--- config.mk ---
export PLATFORM = sky130hd
export DESIGN_NAME = hsv_to_rgb_converter
export DESIGN_NICKNAME = d
export VERILOG_FILES = /design/src/design/hsv2rgb_pkg.sv /design/src/design/hsv2rgb_prep.sv /design/src/design/hsv2rgb_coef.sv /design/src/design/hsv2rgb_shade.sv /design/src/design/hsv2rgb_swizzle.sv /design/src/design/hsv_to_rgb_converter.sv
export VERILOG_INCLUDE_DIRS = /design/src /design/src/design
export SDC_FILE = /design/constraint.sdc
export NUM_CORES = 2
export LEC_CHECK = 0
export BUFFER_PORTS_ARGS = -buffer_cell sky130_fd_sc_hd__buf_2
export CORE_UTILIZATION = 51
export CTS_CLUSTER_DIAMETER = 50
export DETAILED_ROUTE_END_ITERATION = 16
export GPL_TIMING_DRIVEN = 0
export PLACE_DENSITY = 0.7
export REMOVE_ABC_BUFFERS = 1
export SYNTH_ARGS = -nofsm -noshare
export SYNTH_HDL_FRONTEND = slang
export SYNTH_SLANG_ARGS = --single-unit
--- constraint.sdc ---
create_clock -name clk -period 8.1 [get_ports clk]
set_input_delay 0.81 -clock clk [delete_from_list [all_inputs] [get_ports clk]]
set_output_delay 0.81 -clock clk [all_outputs]
set_load 0.02 [all_outputs]
--- src/design/assert_macros.svh ---
// Assertion macros shared by the HSV to RGB converter RTL.
// No dependencies; the checks drop out when SYNTH is defined.
`ifndef ASSERT_MACROS_SVH
`define ASSERT_MACROS_SVH

`ifndef SYNTH
// A property that must hold at every clock edge out of reset.
`define ASSERT_HOLDS(label, clk_i, rst_i, prop, msg) \
  label: assert property (@(posedge clk_i) disable iff (rst_i) (prop)) else $error(msg);
// An implication checked in the same cycle.
`define ASSERT_IMPLIES(label, clk_i, rst_i, ante, cons, msg) \
  label: assert property (@(posedge clk_i) disable iff (rst_i) (ante) |-> (cons)) \
    else $error(msg);
`else
`define ASSERT_HOLDS(label, clk_i, rst_i, prop, msg)
`define ASSERT_IMPLIES(label, clk_i, rst_i, ante, cons, msg)
`endif

`endif

--- src/design/hsv2rgb_pkg.sv ---
// Shared types and constants of the HSV to RGB converter.
// No dependencies.
package hsv2rgb_pkg;

  localparam int DEF_FRAC_BITS = 16;
  localparam int DEF_INT_BITS  = 8;

  typedef logic [2:0] sector_t;

  // Hue sectors, one sixth of a turn each.
  localparam sector_t SECT_RY = 3'd0;
  localparam sector_t SECT_YG = 3'd1;
  localparam sector_t SECT_GC = 3'd2;
  localparam sector_t SECT_CB = 3'd3;
  localparam sector_t SECT_BM = 3'd4;
  localparam sector_t SECT_MR = 3'd5;

endpackage

--- src/design/hsv2rgb_prep.sv ---
// First pipeline stage: clamps saturation, value and alpha (1.0 when none is given) and splits the hue.
// Depends on hsv2rgb_pkg.
module hsv2rgb_prep #(
  parameter int FRAC_BITS = 16,
  parameter int INT_BITS  = 8
) (
  input  logic                     clk,
  input  logic                     rst,
  input  logic                     in_valid,
  output logic                     in_ready,
  input  logic [INT_BITS+FRAC_BITS-1:0] hue,
  input  logic [INT_BITS+FRAC_BITS-1:0] sat,
  input  logic [INT_BITS+FRAC_BITS-1:0] val,
  input  logic [INT_BITS+FRAC_BITS-1:0] alpha_in,
  input  logic                     alpha_given,
  output logic                     out_valid,
  input  logic                     out_ready,
  output logic [FRAC_BITS:0]       sat_q,
  output logic [FRAC_BITS:0]       val_q,
  output logic [FRAC_BITS:0]       alpha_q,
  output hsv2rgb_pkg::sector_t     sector,
  output logic [FRAC_BITS-1:0]     frac
);
  import hsv2rgb_pkg::*;

  localparam int W = INT_BITS + FRAC_BITS;
  localparam logic [FRAC_BITS:0] ONE = {1'b1, {FRAC_BITS{1'b0}}};
  localparam logic [W-1:0] ONE_W = {{(W-FRAC_BITS-1){1'b0}}, ONE};

  // Negative values go to zero, anything above 1.0 goes to 1.0.
  function automatic logic [FRAC_BITS:0] clamp_unit(input logic [W-1:0] raw);
    logic [FRAC_BITS:0] res;
    begin
      if (raw[W-1]) begin
        res = '0;
      end else if (raw > ONE_W) begin
        res = ONE;
      end else begin
        res = raw[FRAC_BITS:0];
      end
      return res;
    end
  endfunction

  logic [FRAC_BITS-1:0] hue_frac;
  logic [FRAC_BITS+2:0] hue6;

  // The fraction of |hue| only needs the low bits of the negation.
  assign hue_frac = hue[W-1] ? (FRAC_BITS'(0) - hue[FRAC_BITS-1:0]) : hue[FRAC_BITS-1:0];
  assign hue6 = (FRAC_BITS+3)'({hue_frac, 2'b00}) + (FRAC_BITS+3)'({hue_frac, 1'b0});

  assign in_ready = !out_valid || out_ready;

  always_ff @(posedge clk) begin
    if (rst) begin
      out_valid <= 1'b0;
    end else if (in_ready) begin
      out_valid <= in_valid;
    end
    if (in_valid && in_ready) begin
      sat_q   <= clamp_unit(sat);
      val_q   <= clamp_unit(val);
      alpha_q <= alpha_given ? clamp_unit(alpha_in) : ONE;
      sector  <= sector_t'(hue6[FRAC_BITS+2:FRAC_BITS]);
      frac    <= hue6[FRAC_BITS-1:0];
    end
  end

endmodule

--- src/design/hsv2rgb_coef.sv ---
// Second pipeline stage: forms the scale factors 1-s, 1-s*f and 1-s*(1-f).
// Depends on hsv2rgb_pkg.
module hsv2rgb_coef #(
  parameter int FRAC_BITS = 16
) (
  input  logic                 clk,
  input  logic                 rst,
  input  logic                 in_valid,
  output logic                 in_ready,
  input  logic [FRAC_BITS:0]   sat_in,
  input  logic [FRAC_BITS:0]   val_in,
  input  logic [FRAC_BITS:0]   alpha_in,
  input  hsv2rgb_pkg::sector_t sector_in,
  input  logic [FRAC_BITS-1:0] frac_in,
  output logic                 out_valid,
  input  logic                 out_ready,
  output logic [FRAC_BITS:0]   val_q,
  output logic [FRAC_BITS:0]   alpha_q,
  output hsv2rgb_pkg::sector_t sector_q,
  output logic [FRAC_BITS:0]   kp,
  output logic [FRAC_BITS:0]   kq,
  output logic [FRAC_BITS:0]   kt
);
  import hsv2rgb_pkg::*;

  localparam int PW = 2 * FRAC_BITS + 1;
  localparam logic [FRAC_BITS:0] ONE = {1'b1, {FRAC_BITS{1'b0}}};

  logic [FRAC_BITS:0] one_minus_f;
  logic [PW-1:0]      prod_sf;
  logic [PW-1:0]      prod_sfn;

  // Both products stay at or below 1.0 squared, so 2F+1 bits hold them.
  assign one_minus_f = ONE - {1'b0, frac_in};
  assign prod_sf     = PW'(sat_in) * PW'(frac_in);
  assign prod_sfn    = PW'(sat_in) * PW'(one_minus_f);

  assign in_ready = !out_valid || out_ready;

  always_ff @(posedge clk) begin
    if (rst) begin
      out_valid <= 1'b0;
    end else if (in_ready) begin
      out_valid <= in_valid;
    end
    if (in_valid && in_ready) begin
      val_q    <= val_in;
      alpha_q  <= alpha_in;
      sector_q <= sector_in;
      kp       <= ONE - sat_in;
      kq       <= ONE - prod_sf[PW-1:FRAC_BITS];
      kt       <= ONE - prod_sfn[PW-1:FRAC_BITS];
    end
  end

endmodule

--- src/design/hsv2rgb_shade.sv ---
// Third pipeline stage: scales the value by each factor to give p, q and t.
// Depends on hsv2rgb_pkg.
module hsv2rgb_shade #(
  parameter int FRAC_BITS = 16
) (
  input  logic                 clk,
  input  logic                 rst,
  input  logic                 in_valid,
  output logic                 in_ready,
  input  logic [FRAC_BITS:0]   val_in,
  input  logic [FRAC_BITS:0]   alpha_in,
  input  hsv2rgb_pkg::sector_t sector_in,
  input  logic [FRAC_BITS:0]   kp,
  input  logic [FRAC_BITS:0]   kq,
  input  logic [FRAC_BITS:0]   kt,
  output logic                 out_valid,
  input  logic                 out_ready,
  output logic [FRAC_BITS:0]   val_q,
  output logic [FRAC_BITS:0]   alpha_q,
  output hsv2rgb_pkg::sector_t sector_q,
  output logic [FRAC_BITS:0]   p,
  output logic [FRAC_BITS:0]   q,
  output logic [FRAC_BITS:0]   t
);
  import hsv2rgb_pkg::*;

  localparam int PW = 2 * FRAC_BITS + 1;

  logic [PW-1:0] prod_p;
  logic [PW-1:0] prod_q;
  logic [PW-1:0] prod_t;

  assign prod_p = PW'(val_in) * PW'(kp);
  assign prod_q = PW'(val_in) * PW'(kq);
  assign prod_t = PW'(val_in) * PW'(kt);

  assign in_ready = !out_valid || out_ready;

  always_ff @(posedge clk) begin
    if (rst) begin
      out_valid <= 1'b0;
    end else if (in_ready) begin
      out_valid <= in_valid;
    end
    if (in_valid && in_ready) begin
      val_q    <= val_in;
      alpha_q  <= alpha_in;
      sector_q <= sector_in;
      p        <= prod_p[PW-1:FRAC_BITS];
      q        <= prod_q[PW-1:FRAC_BITS];
      t        <= prod_t[PW-1:FRAC_BITS];
    end
  end

endmodule

--- src/design/hsv2rgb_swizzle.sv ---
// Output stage: routes v, p, q and t to red, green and blue by hue sector.
// Depends on hsv2rgb_pkg.
module hsv2rgb_swizzle #(
  parameter int FRAC_BITS = 16
) (
  input  logic                 clk,
  input  logic                 rst,
  input  logic                 in_valid,
  output logic                 in_ready,
  input  logic [FRAC_BITS:0]   val_in,
  input  logic [FRAC_BITS:0]   alpha_in,
  input  hsv2rgb_pkg::sector_t sector_in,
  input  logic [FRAC_BITS:0]   p,
  input  logic [FRAC_BITS:0]   q,
  input  logic [FRAC_BITS:0]   t,
  output logic                 out_valid,
  input  logic                 out_ready,
  output logic [FRAC_BITS:0]   red,
  output logic [FRAC_BITS:0]   green,
  output logic [FRAC_BITS:0]   blue,
  output logic [FRAC_BITS:0]   alpha_out
);
  import hsv2rgb_pkg::*;

  logic [FRAC_BITS:0] red_next;
  logic [FRAC_BITS:0] green_next;
  logic [FRAC_BITS:0] blue_next;

  always_comb begin
    case (sector_in)
      SECT_RY: begin
        red_next = val_in; green_next = t;      blue_next = p;
      end
      SECT_YG: begin
        red_next = q;      green_next = val_in; blue_next = p;
      end
      SECT_GC: begin
        red_next = p;      green_next = val_in; blue_next = t;
      end
      SECT_CB: begin
        red_next = p;      green_next = q;      blue_next = val_in;
      end
      SECT_BM: begin
        red_next = t;      green_next = p;      blue_next = val_in;
      end
      default: begin
        red_next = val_in; green_next = p;      blue_next = q;
      end
    endcase
  end

  assign in_ready = !out_valid || out_ready;

  always_ff @(posedge clk) begin
    if (rst) begin
      out_valid <= 1'b0;
    end else if (in_ready) begin
      out_valid <= in_valid;
    end
    if (in_valid && in_ready) begin
      red       <= red_next;
      green     <= green_next;
      blue      <= blue_next;
      alpha_out <= alpha_in;
    end
  end

endmodule

--- src/design/hsv_to_rgb_converter.sv ---
// Top level of the HSV(A) to RGBA converter: a four-stage pipeline.
// Depends on hsv2rgb_pkg, assert_macros.svh and the hsv2rgb_* stage modules.
//
//   Channel  Direction  Handshake           Contents
//   s_*      in         s_tvalid/s_tready   one HSV color request, optional alpha
//   m_*      out        m_tvalid/m_tready   one RGBA color per request
//
// A request accepted on s_* passes in order through the four register stages (clamp
// and hue split, factor products, value products, sector routing); once in the
// output register it sits on m_tdata until it is taken. One request is taken every
// cycle while m_tready does not stall the output. Reset clears the valid bit of
// every stage, so the pipeline comes up empty. A stall on m_tready holds each full
// stage in place and pulls s_tready low only once all four stages are full; nothing
// is lost or repeated.
`include "assert_macros.svh"

module hsv_to_rgb_converter #(
  parameter int FRAC_BITS = hsv2rgb_pkg::DEF_FRAC_BITS,
  parameter int INT_BITS  = hsv2rgb_pkg::DEF_INT_BITS,
  localparam int IN_W       = INT_BITS + FRAC_BITS,
  localparam int OUT_W      = FRAC_BITS + 1,
  localparam int IN_DATA_W  = ((4 * IN_W + 7) / 8) * 8,
  localparam int OUT_DATA_W = ((4 * OUT_W + 7) / 8) * 8
) (
  input  logic                  clk,
  input  logic                  rst,
  input  logic                  s_tvalid,
  output logic                  s_tready,
  // From bit 0 up: hue, sat, val, alpha_in (each IN_W bits, signed), zero fill.
  input  logic [IN_DATA_W-1:0]  s_tdata,
  // Bit 0: alpha_given.
  input  logic                  s_tuser,
  output logic                  m_tvalid,
  input  logic                  m_tready,
  // From bit 0 up: red, green, blue, alpha_out (each OUT_W bits), zero fill.
  output logic [OUT_DATA_W-1:0] m_tdata
);
  import hsv2rgb_pkg::*;

  localparam logic [FRAC_BITS:0] ONE = {1'b1, {FRAC_BITS{1'b0}}};

  // Unpacked request fields.
  logic [IN_W-1:0] hue;
  logic [IN_W-1:0] sat;
  logic [IN_W-1:0] val;
  logic [IN_W-1:0] alpha_in;

  assign hue      = s_tdata[IN_W-1:0];
  assign sat      = s_tdata[2*IN_W-1:IN_W];
  assign val      = s_tdata[3*IN_W-1:2*IN_W];
  assign alpha_in = s_tdata[4*IN_W-1:3*IN_W];

  // Stage 1 to stage 2: clamped operands, hue sector and fraction.
  logic                 prep_valid;
  logic                 prep_ready;
  logic [FRAC_BITS:0]   prep_sat;
  logic [FRAC_BITS:0]   prep_val;
  logic [FRAC_BITS:0]   prep_alpha;
  sector_t              prep_sector;
  logic [FRAC_BITS-1:0] prep_frac;

  // Stage 2 to stage 3: the three scale factors.
  logic                 coef_valid;
  logic                 coef_ready;
  logic [FRAC_BITS:0]   coef_val;
  logic [FRAC_BITS:0]   coef_alpha;
  sector_t              coef_sector;
  logic [FRAC_BITS:0]   coef_kp;
  logic [FRAC_BITS:0]   coef_kq;
  logic [FRAC_BITS:0]   coef_kt;

  // Stage 3 to stage 4: p, q and t.
  logic                 shade_valid;
  logic                 shade_ready;
  logic [FRAC_BITS:0]   shade_val;
  logic [FRAC_BITS:0]   shade_alpha;
  sector_t              shade_sector;
  logic [FRAC_BITS:0]   shade_p;
  logic [FRAC_BITS:0]   shade_q;
  logic [FRAC_BITS:0]   shade_t;

  // Output register contents.
  logic [FRAC_BITS:0]   red;
  logic [FRAC_BITS:0]   green;
  logic [FRAC_BITS:0]   blue;
  logic [FRAC_BITS:0]   alpha_out;

  hsv2rgb_prep #(
    .FRAC_BITS (FRAC_BITS),
    .INT_BITS  (INT_BITS)
  ) u_prep (
    .clk         (clk),
    .rst         (rst),
    .in_valid    (s_tvalid),
    .in_ready    (s_tready),
    .hue         (hue),
    .sat         (sat),
    .val         (val),
    .alpha_in    (alpha_in),
    .alpha_given (s_tuser),
    .out_valid   (prep_valid),
    .out_ready   (prep_ready),
    .sat_q       (prep_sat),
    .val_q       (prep_val),
    .alpha_q     (prep_alpha),
    .sector      (prep_sector),
    .frac        (prep_frac)
  );

  hsv2rgb_coef #(
    .FRAC_BITS (FRAC_BITS)
  ) u_coef (
    .clk       (clk),
    .rst       (rst),
    .in_valid  (prep_valid),
    .in_ready  (prep_ready),
    .sat_in    (prep_sat),
    .val_in    (prep_val),
    .alpha_in  (prep_alpha),
    .sector_in (prep_sector),
    .frac_in   (prep_frac),
    .out_valid (coef_valid),
    .out_ready (coef_ready),
    .val_q     (coef_val),
    .alpha_q   (coef_alpha),
    .sector_q  (coef_sector),
    .kp        (coef_kp),
    .kq        (coef_kq),
    .kt        (coef_kt)
  );

  // With zero saturation every factor is 1.0, so p, q and t all equal the
  // value and the result comes out grey without a separate path.
  hsv2rgb_shade #(
    .FRAC_BITS (FRAC_BITS)
  ) u_shade (
    .clk       (clk),
    .rst       (rst),
    .in_valid  (coef_valid),
    .in_ready  (coef_ready),
    .val_in    (coef_val),
    .alpha_in  (coef_alpha),
    .sector_in (coef_sector),
    .kp        (coef_kp),
    .kq        (coef_kq),
    .kt        (coef_kt),
    .out_valid (shade_valid),
    .out_ready (shade_ready),
    .val_q     (shade_val),
    .alpha_q   (shade_alpha),
    .sector_q  (shade_sector),
    .p         (shade_p),
    .q         (shade_q),
    .t         (shade_t)
  );

  hsv2rgb_swizzle #(
    .FRAC_BITS (FRAC_BITS)
  ) u_swizzle (
    .clk       (clk),
    .rst       (rst),
    .in_valid  (shade_valid),
    .in_ready  (shade_ready),
    .val_in    (shade_val),
    .alpha_in  (shade_alpha),
    .sector_in (shade_sector),
    .p         (shade_p),
    .q         (shade_q),
    .t         (shade_t),
    .out_valid (m_tvalid),
    .out_ready (m_tready),
    .red       (red),
    .green     (green),
    .blue      (blue),
    .alpha_out (alpha_out)
  );

  assign m_tdata = OUT_DATA_W'({alpha_out, blue, green, red});

  // Every channel of a finished result lies in the unit range; red and alpha are checked.
  `ASSERT_IMPLIES(a_red_range, clk, rst, m_tvalid, red <= ONE, "red above 1.0")
  `ASSERT_IMPLIES(a_alpha_range, clk, rst, m_tvalid, alpha_out <= ONE, "alpha above 1.0")
  // The hue split never yields a sector beyond the sixth.
  `ASSERT_IMPLIES(a_sector_range, clk, rst, prep_valid, prep_sector <= SECT_MR,
                  "hue sector out of range")
  // Back-pressure reaches the input only when the whole pipeline is full and stalled.
  `ASSERT_IMPLIES(a_stall_cause, clk, rst, !s_tready,
                  m_tvalid && !m_tready && prep_valid && coef_valid && shade_valid,
                  "input stalled while the pipeline has room")

endmodule
==> impl_metrics.env <==
export IMPL_tritoncts="yes"
export IMPL_design_core_area_um2=111000
export IMPL_synth_async_reset_ratio_pct=0
export IMPL_synthDominantCellAreaShare_pct=37.0
export IMPL_overflow=0
export IMPL_port_buffers=163
export IMPL_path_class="flip-flop to flip-flop"
export IMPL_slew_violations=0
export IMPL_htreeDepth=2
export IMPL_viasPerCell=5.43
export IMPL_final_critical_path_setup_slack_ns=-0.0794
export IMPL_yosys_cell_types_count=91
export IMPL_fmax_mhz=122
export IMPL_post_drt_wl_per_cell_um=18.7
export IMPL_hold_class="flip-flop to flip-flop"
export IMPL_grt_antenna_before_repair=6
export IMPL_first_global_vias=43785
export IMPL_hold_viol=0
export IMPL_critical_path_top_cell_by_count="fa_1"
export IMPL_first_pass_grt_wire_length_mm=229
export IMPL_ys_flop_type="edfxtp_1"
export IMPL_critPathCaptureType="flip-flop"
export IMPL_ant_nets=0
export IMPL_tightestPinTransition_ns=1.10
export IMPL_start_util_pct=51.7
export IMPL_grt_use_total_pct=25.5
export IMPL_tritonroute_pass_1_iters=6
export IMPL_synthesis_instances=6012
export IMPL_detailedPlacementHpwl_mm=107
export IMPL_cells_taking_the_most_area_after_synthesis="fa_1 37%, edfxtp_1 16%, ha_1 12%"
export IMPL_ys_warn_count=0
export IMPL_worst_setup_path_start_kind="flip-flop"
export IMPL_rsz0062_at_grt="yes"
export IMPL_totalNegativeSetupSlack_ns=-0.192
export IMPL_per_instance_average_area_after_synthesis_um2=9.56
export IMPL_vias=41386
export IMPL_number_of_top_level_design_ports=175
export IMPL_detail_route_wirelength_mm=143
export IMPL_die_area_um2=114000
export IMPL_drv_cap=0
export IMPL_critPathRequiredTime_ns=8.44
export IMPL_numClockSinks=317
export IMPL_cts_buffer_depth=3
export IMPL_synth_edf_count=313
export IMPL_holdBufCountCts=0
export IMPL_ctsRootBufferMaster="clkbuf_16"
export IMPL_design_final_nets=7807
export IMPL_die_width_um=338
export IMPL_share_of_layout_cells_above_drive_strength_1_pct=10.1
export IMPL_detailedRoute_firstIterationViolations=3041
export IMPL_arrival_ns=8.51
export IMPL_path_clk_slew_ns=0.06
export IMPL_rows=122
export IMPL_finalClockSkew_ns=0.0219
export IMPL_fin_crit_sh_pct=101
export IMPL_cts_buffers=40
export IMPL_drt_drc_violations_left=0
export IMPL_finalWeightedCongestion=0.849
export IMPL_slew_headroom_pct=26.6
export IMPL_die_y_um=338
export IMPL_critical_path_slowest_cell="or4_4"
export IMPL_worst_path_largest_cell_delay_ns=0.62
export IMPL_seq_area_frac_synth_pct=16.5
export IMPL_yosys_area_top_type="fa_1"
export IMPL_flow_area_growth_from_synthesis_pct=11.6
export IMPL_synthesis_area_um2=57500
export IMPL_grt_start_max_net_pins=53
export IMPL_synth_ff_latch_count=317
export IMPL_status="complete, but fails checks"
export IMPL_setup_violations=3
export IMPL_critical_path_max_fanout=6
export IMPL_clkLatencyLatePin_ns=0.59
export IMPL_min_period_ns=8.18
export IMPL_failing_checks="negative setup slack"
[stage by stage]
stage / setup slack, ns / instance area (um^2) / cells / util (%) / hold WS (ns)
after global placement: -3.03 / 58900 / 7342 / 53.0 / 0.401
after CTS: -0.0687 / 63100 / 7542 / 56.7 / 0.415
final: -0.0794 / 64100 / 7617 / 57.7 / 0.414
after global routing: -0.344 / 64100 / 7614 / 57.7 / 0.419
after floorplan: -0.0890 / 56200 / 5691 / - / 0.400
after detailed placement: -1.41 / 60700 / 7411 / 54.7 / 0.405
[critical path, delay by kind of cell, from the launching register on]
family                     cells  cell delay [ns]
buffers and inverters          7             0.80
adders and majority gates      7             3.17
xor gates and xnor gates       2             0.32
DFF                            1             0.52
and+or+nand+nor                6             1.64
AOI/OAI and AO/OA              7             1.45
[repair_timing]
item                       CTS  global route
pin swaps                   23            38
buffers inserted            62            71
resized for setup           75            82
setup endpoints to repair   27            24
gates cloned                 0             0
[placed cells by master (no fill, tap or decap), types with 33 or more instances in the layout]
master	netlist	final
nor2_1	145	140
a211oi_1	48	44
buf_2	1	164
nor2b_1	37	35
fa_1	1063	1061
inv_1	1243	1237
xor2_1	44	40
xnor2_1	121	109
mux2_2	42	41
clkbuf_16	0	40
and2_1	532	529
edfxtp_1	313	313
o21ai_0	51	49
mux2i_1	48	48
buf_4	5	112
nand2_1	957	951
ha_1	545	534
a21oi_1	123	118
buf_16	0	54
nor3_1	44	33
[area by class of cell]
class | count | area, um^2
Tap cell | 1488 | 1860
Multi-Input combinational cell | 4129 | 43100
Antenna cell | 3 | 7.51
Clock buffer | 41 | 1000
Clock inverter | 29 | 333
Fill cell | 9350 | 47000
Inverter | 1245 | 4680
Sequential cell | 317 | 9480
Timing Repair Buffer | 365 | 3710
[cell usage after synthesis (14+ instances only)]
cell type / n
a211oi_1: 48
a21o_1: 31
a21oi_1: 123
a31oi_1: 16
and2_1: 532
and3_1: 14
buf_1: 15
clkbuf_1: 302
edfxtp_1: 313
fa_1: 1063
ha_1: 545
inv_1: 1243
mux2_2: 42
mux2i_1: 48
nand2_1: 957
nand2b_1: 18
nand3_1: 22
nor2_1: 145
nor2b_1: 37
nor3_1: 44
nor4_1: 24
o211ai_1: 14
o21a_1: 17
o21ai_0: 51
o22ai_1: 27
xnor2_1: 121
xor2_1: 44
[final timing paths]
check / startpoint / endpoint / slack [ns] / cells after the start
min reg2reg: u_shade.alpha_q[12]$_DFFE_PP_ / u_swizzle.alpha_out[12]$_DFFE_PP_ / 0.41 / 0
max: u_prep.frac[7]$_DFFE_PP_ / u_coef.kt[16]$_DFFE_PP_ / -0.08 / 29
min: u_shade.alpha_q[12]$_DFFE_PP_ / u_swizzle.alpha_out[12]$_DFFE_PP_ / 0.41 / 0
max reg2reg: u_prep.frac[7]$_DFFE_PP_ / u_coef.kt[16]$_DFFE_PP_ / -0.08 / 29
[metal layers]
metal	global-route usage (%)	up-vias	wire length (um)	part of all wire (%)
li1	-	18533	-	-
met1	33.1	20952	56800	40
met2	43.6	1550	69500	49
met3	4.02	345	11100	7.8
met4	8.60	6	5150	3.6
met5	0	-	33	0.023
[cells by family after synthesis]
| family | Yosys count | share of synthesized area (%) |
|---|---|---|
| adder cells (fa/ha/maj) | 1608 | 48.9 |
| buffers and inverters | 1569 | 10.3 |
| other | 1 | 0.00653 |
| AO/OA/AOI/OAI | 401 | 4.64 |
| XOR/XNOR | 165 | 2.51 |
| flip-flops | 317 | 16.5 |
| AND/OR/NAND/NOR | 1861 | 15.5 |
| multiplexers | 90 | 1.66 |
Power is not shown: default switching activity piles up to over one toggle a cycle in this logic, so the estimate is an artifact.
